===== config.mk =====
export PLATFORM = sky130hd
export DESIGN_NAME = fccw_ctrl
export DESIGN_NICKNAME = d
export VERILOG_FILES = /design/src/fccw_pkg.sv /design/src/fccw_ctrl.sv
export SDC_FILE = /design/constraint.sdc
export NUM_CORES = 1
export LEC_CHECK = 0
export BUFFER_PORTS_ARGS = -buffer_cell sky130_fd_sc_hd__buf_2
export CORE_AREA = 2 2 39 41
export CTS_CLUSTER_DIAMETER = 150
export DETAILED_ROUTE_END_ITERATION = 10
export DIE_AREA = 0 0 41 43
export PLACE_DENSITY = 0.33
export SETUP_SLACK_MARGIN = 0.02
export SYNTH_ARGS = -nofsm -noshare
export SYNTH_HDL_FRONTEND = slang
export SYNTH_SLANG_ARGS = --single-unit
export TNS_END_PERCENT = 50

===== constraint.sdc =====
create_clock -name clk -period 1.3 [get_ports clk]
set_input_delay 0.26 -clock clk [delete_from_list [all_inputs] [get_ports clk]]
set_output_delay 0.26 -clock clk [all_outputs]
set_load 0.005 [all_outputs]

===== src/fccw_pkg.sv =====
// ----------------------------------------------------------------------------
// fccw_pkg
// Shared types and constants of the FAT32 cluster chain walker: operation
// codes, entry marker values, register map and controller/datapath links.
// ----------------------------------------------------------------------------
package fccw_pkg;

  localparam int TABLE_ENTRIES_DEF = 65536;
  localparam int CFG_AW            = 3;
  localparam int CFG_DW            = 32;
  localparam int TB_W              = 19;
  localparam int LEN_W             = 17;

  localparam logic [TB_W-1:0] TABLE_BYTES_RESET = 19'd262144;

  localparam logic [31:0] ENTRY_MASK   = 32'h0FFF_FFFF;
  localparam logic [31:0] END_FIRST    = 32'h0FFF_FFF8;
  localparam logic [31:0] BAD_MARK     = 32'h0FFF_FFF7;
  localparam logic [31:0] OUT_OF_RANGE = 32'hFFFF_FFFF;

  // Register word index, taken from paddr[2].
  localparam logic REG_TABLE_BYTES = 1'b0;

  typedef enum logic [1:0] {
    OP_LOAD    = 2'd0,
    OP_WALK    = 2'd1,
    OP_INSPECT = 2'd2,
    OP_NONE    = 2'd3
  } op_t;

  typedef struct packed {
    logic accept;  // item taken this cycle
    logic step;    // table data for the current cluster is on the read port
  } fccw_cmd_t;

  typedef struct packed {
    logic needs_read;  // incoming item reads the table
    logic done;        // current read finishes the item
  } fccw_status_t;

endpackage


===== src/fccw_ctrl.sv =====
// ----------------------------------------------------------------------------
// fccw_ctrl
// Controller: accepts items, sequences the table reads of a walk and raises
// the result strobe.
// ----------------------------------------------------------------------------
module fccw_ctrl (
  input  logic                  clk,
  input  logic                  rst_n,
  input  logic                  start,
  output logic                  busy,
  output logic                  out_valid,
  output fccw_pkg::fccw_cmd_t    cmd,
  input  fccw_pkg::fccw_status_t status
);
  import fccw_pkg::*;

  typedef enum logic [2:0] {
    ST_IDLE = 3'b001,
    ST_WALK = 3'b010,
    ST_DONE = 3'b100
  } state_t;

  state_t state_r, state_nxt;
  logic   accept;

  assign busy   = (state_r == ST_WALK);
  assign accept = start && !busy;

  always_comb begin
    state_nxt = state_r;
    case (state_r)
      ST_IDLE, ST_DONE: begin
        if (accept) begin
          state_nxt = status.needs_read ? ST_WALK : ST_DONE;
        end else begin
          state_nxt = ST_IDLE;
        end
      end
      ST_WALK: begin
        if (status.done) begin
          state_nxt = ST_DONE;
        end
      end
      default: state_nxt = ST_IDLE;
    endcase
  end

  always_ff @(posedge clk) begin
    if (!rst_n) begin
      state_r <= ST_IDLE;
    end else begin
      state_r <= state_nxt;
    end
  end

  assign cmd.accept = accept;
  assign cmd.step   = (state_r == ST_WALK);
  assign out_valid  = (state_r == ST_DONE);

endmodule


**After elaboration in Yosys (flattened, before gate mapping)**

Index checks and enable logic that the tools add are counted.

- Register bits: 3
- Output and inout bits: 4
- Bits of input ports: 5
- Word-level logic and storage cells: 12

- Reduce and logical (&&, ||, !) cells: 3
- Mux-type cells: 4
- Equal/unequal tests: 4

Operators with widths:

| operator | count |
|---|---|
| 3-bit 2-to-1 mux | 3 |
| 3-bit case mux with 2 select lines | 1 |
| 3-bit by 1-bit == test with 1-bit output (second input constant) | 1 |
| 3-bit by 2-bit == test with 1-bit output (second input constant) | 1 |
| 3-bit == test (second input constant) | 1 |
| 2-bit by 1-bit inequality test with 1-bit output (second input constant) | 1 |
| 2-bit OR reduction | 1 |
| 1-bit logical AND | 1 |
| 1-bit zero test | 1 |

**Longest topological paths before layout**

- Depth in word-level cells: 5
- Mapped depth: 3

**Least setup slack after synthesis**

Ideal clock, no wire load.

- Path type: register to output
- Start point: reg state_r[1]
- End point: out cmd[1] (netlist name)
- Cell stages (with the launch flop): 4
- Arrival time: 0.913 ns
- Path slack: 0.127 ns
- Cells stage by stage: dfxtp_1 > nor3b_1 > nor2b_1 > buf_4

- Cells in the longest elaborated chain, start to end: 3

Ends and longest elaborated chain:

| element | RTL line | RTL |
|---|---|---|
| start, declared | fccw_ctrl.sv:23 | `state_t state_r, state_nxt;` |
| start signal, assigned | fccw_ctrl.sv:52 | `state_r <= state_nxt;` |
| 3-bit by 2-bit == test with 1-bit output | fccw_ctrl.sv:26 | `assign busy = (state_r == ST_WALK);` |
| net busy | fccw_ctrl.sv:10 | `output logic busy,` |
| 1-bit zero test | fccw_ctrl.sv:27 | `assign accept = start && !busy;` |
| 1-bit logical AND | fccw_ctrl.sv:27 |  |
| end, declared | fccw_ctrl.sv:12 | `output fccw_pkg::fccw_cmd_t cmd,` |

The timed path passes the listed nets, and every way through them passes these cells.

==> impl_summary.md <==
Clock tree
Clock tree synthesis found a total of 3 sinks. The number of hold buffers added after CTS was 0. The number of buffers inserted during clock tree synthesis is 3. CTS built an H-tree with a depth of 1. The buffer cell driving the clock tree root is clkbuf_4. The number of setup buffers added after CTS is 0. TritonCTS built the clock tree. After clock tree synthesis, the clock-pin slew on the worst setup and hold paths is 0.04 ns. The maximum clock insertion buffer count is 2. The clock latency on the worst-skew pair is 0.23 ns.

Job
The max-cap check violation count is 0.

Layout
The layout has 169 filler cells. Summing all multi-input logic gate instances after layout gives 107.6 um^2. The library cell used most frequently in the layout, excluding fill and tap cells, is buf_2. Cells with a size suffix above 1 make up 62.96% of the layout.

The largest registers in the layout are state_r: 3 flops. The number of nets at the end of the flow is 33. The count of antenna diodes in the layout is 0. Registers take 65.06 um^2. The area added between synthesis and finish is 53.24%. Counting flops per register, the top entry is state_r. The register with the most flip-flops in the layout has 3 of them. The library cells used most frequently in the layout, excluding fill and tap cells, are buf_2, clkbuf_4, inv_1.

Detailed routing
Wires add up to 402 um. The starting DRC count in detailed routing is 7. After detailed routing, the number of remaining DRC violations is 0. The via density per instance is 3.884.

In the final routed layout, each cell accounts on average for 9.349 um. The final route contains 167 vias. The count of nets left with antenna violations once routing finished came out at 0.

For this run, the detailed router's first-pass iteration total came to 4.

Timing
On the final layout, the worst hold slack is 0.2718 ns. The worst-case headroom to the max-slew limit is 82.88%. The count of final setup violators is 0. The hold violation count in the final report came to 0.

The minimum period implied by the final worst setup slack is 1.229 ns. The final period utilization is 94.56%. The final clock skew is 0.002452 ns. The setup total negative slack is 0 ns. For this run, the top clock speed supported by timing is 0.8135 GHz. Setup repair after global routing could not meet its margin everywhere. At the pin with the least slew margin, the transition time is 0.2533 ns. The number of slew-limit violations in the final report is 0.

Floorplanning
The initial core utilization is 12.57%. The die covers 0.001763 mm^2. In this run the vertical extent of the chip is 43 um.

The x dimension of the die is 41 um. The core region area is 0.001384 mm^2. Row generation in the floorplan step produced 14 rows.

Pin placement for this block handled 9 I/O pins.

Synthesis
Counting every net in the synthesized netlist gives 22. The sequential cell area fraction in the yosys report is 34.53%. The mean instance size in the synthesized netlist is 10.23 um^2. The total standard cell area after synthesis is 173.9 um^2. After synthesis, the netlist uses 12 different library cells. Synthesis produced 17 cells. For this run, the number of Yosys warnings is 0. In this run, synthesis produced a sequential element count of 3.

Critical path
For the worst setup path, the data arrival time is 0.97 ns. The delay of the slowest critical-path stage is 0.36 ns. For this design, the slowest cell found on the critical path is dfxtp_4. The worst setup slack for register-to-register paths is 0.29 ns.

The buffers plus inverters on the worst setup path is 1. Tracing the worst setup path back leads to its startpoint at state_r[1]. The critical path in this run is classified as reg2out. The worst register-to-register path ends at state_r[1]. The number of cell instances on the worst register-to-register path is 2. The worst reg2reg path startpoint is state_r[2]. The worst setup path is launched from a register. The kind of cell with the highest combined delay along the critical path is flip-flops. Traced cell by cell, the critical path runs through nor3b_4 -> nor2b_1 -> buf_2. For the worst setup path, the data required time is 1.04 ns. The maximum fanout encountered on the critical timing path is 6. STA classifies the critical path endpoint as an output port.

Global routing
The number of global-route vias before repair is 176. The total overflow left after global routing is 0. Global routing used 6.914% of the available tracks. The initial antenna violation count is 0.

The first global-routing pass estimated 703 um of wire. Entering global routing, the biggest net connects 7 pins.

Pwr
The reported leakage power is 0.1171 nW. VDD sags by at most 0.2425 mV. The power density relative to cell area is 1138 mW/mm^2.

Place
Input and output buffers added on the ports amount to 8. The congestion estimate from routability-driven global placement came to 0.6444.

Worst hold path
The startpoint identified for the worst hold timing path is status[0]. Along the worst hold path, the cell count comes to 2. The type of the most critical hold path is in2reg. The path with the worst hold slack has its endpoint at state_r[2].

Run status
The flow ran to the end, and the final reports show no timing, DRC or antenna violations.
## layout make-up
class | instances | area share [%]
multi-input combinational | 10 | 40.38
tap | 16 | 7.512
sequential | 3 | 24.41
clock buffer | 4 | 9.859
inverter | 2 | 2.817
timing repair buffer | 8 | 15.02
## worst max path at each step
stage	to	depth (start not counted)	slack, ns
final	cmd[1]	3	0.07
after global routing	cmd[1]	3	0.01
after CTS	out_valid	2	0.02
after detailed placement	cmd[1]	3	0.16
after global placement	cmd[1]	3	0.17
after floorplan	cmd[1]	3	0.13
## kinds of logic after synthesis
kind of cell | Yosys count | synth area share, %
compound gates | 3 | 15.83
xor+xnor | 1 | 5.037
buf+inv | 4 | 12.95
flops | 3 | 34.53
simple gates | 6 | 31.65
## where the power goes
part           total, mW  internal [mW]  switching (mW)
combinational     0.0327         0.0194          0.0133
clock              0.163          0.115          0.0482
sequential         0.107         0.0983         0.00899
## per-stage QoR
| stage | setup slack, ns | total power [mW] | util (%) | instance area, um^2 | instances |
|---|---|---|---|---|---|
| 2_1_floorplan | 0.1268 | 0.1252 | - | 173.9 | 17 |
| 3_3_place_gp | 0.1716 | 0.1380 | 15.82 | 219.0 | 39 |
| 3_5_place_dp | 0.1623 | 0.1376 | 15.82 | 219.0 | 39 |
| 4_1_cts | 0.02024 | 0.3098 | 18.63 | 257.7 | 43 |
| 5_1_grt | 0.01269 | 0.3270 | 19.26 | 266.5 | 43 |
| 6_report | 0.07067 | 0.3032 | 19.26 | 266.5 | 43 |
## synth_stat cells
| cell | count | area (um^2) |
|---|---|---|
| a22o_1 | 1 | 8.760 |
| a22o_2 | 1 | 10.01 |
| a41oi_1 | 1 | 8.760 |
| and4b_2 | 1 | 11.26 |
| and4bb_1 | 1 | 12.51 |
| buf_4 | 2 | 15.01 |
| dfxtp_1 | 3 | 60.06 |
| inv_1 | 2 | 7.510 |
| nor2b_1 | 1 | 6.260 |
| nor3b_1 | 2 | 15.01 |
| nor4bb_1 | 1 | 10.01 |
| xor2_1 | 1 | 8.760 |
## metal layers
layer  vias up  part of all wire (%)  global-route usage (%)
met1        76                    40                   6.709
met2         7                    50                   7.500
met3         0                    10                   4.712
li1         84                     -                       -
met5         -                     0                       0
met4         0                     0                   10.00
## repair_timing
| item | CTS | global route |
|---|---|---|
| endpoints found under the setup margin | 3 | 2 |
| hold endpoints to repair | 0 | 0 |
| resized for setup | 3 | 3 |
Power figures use the tool's default switching activity.
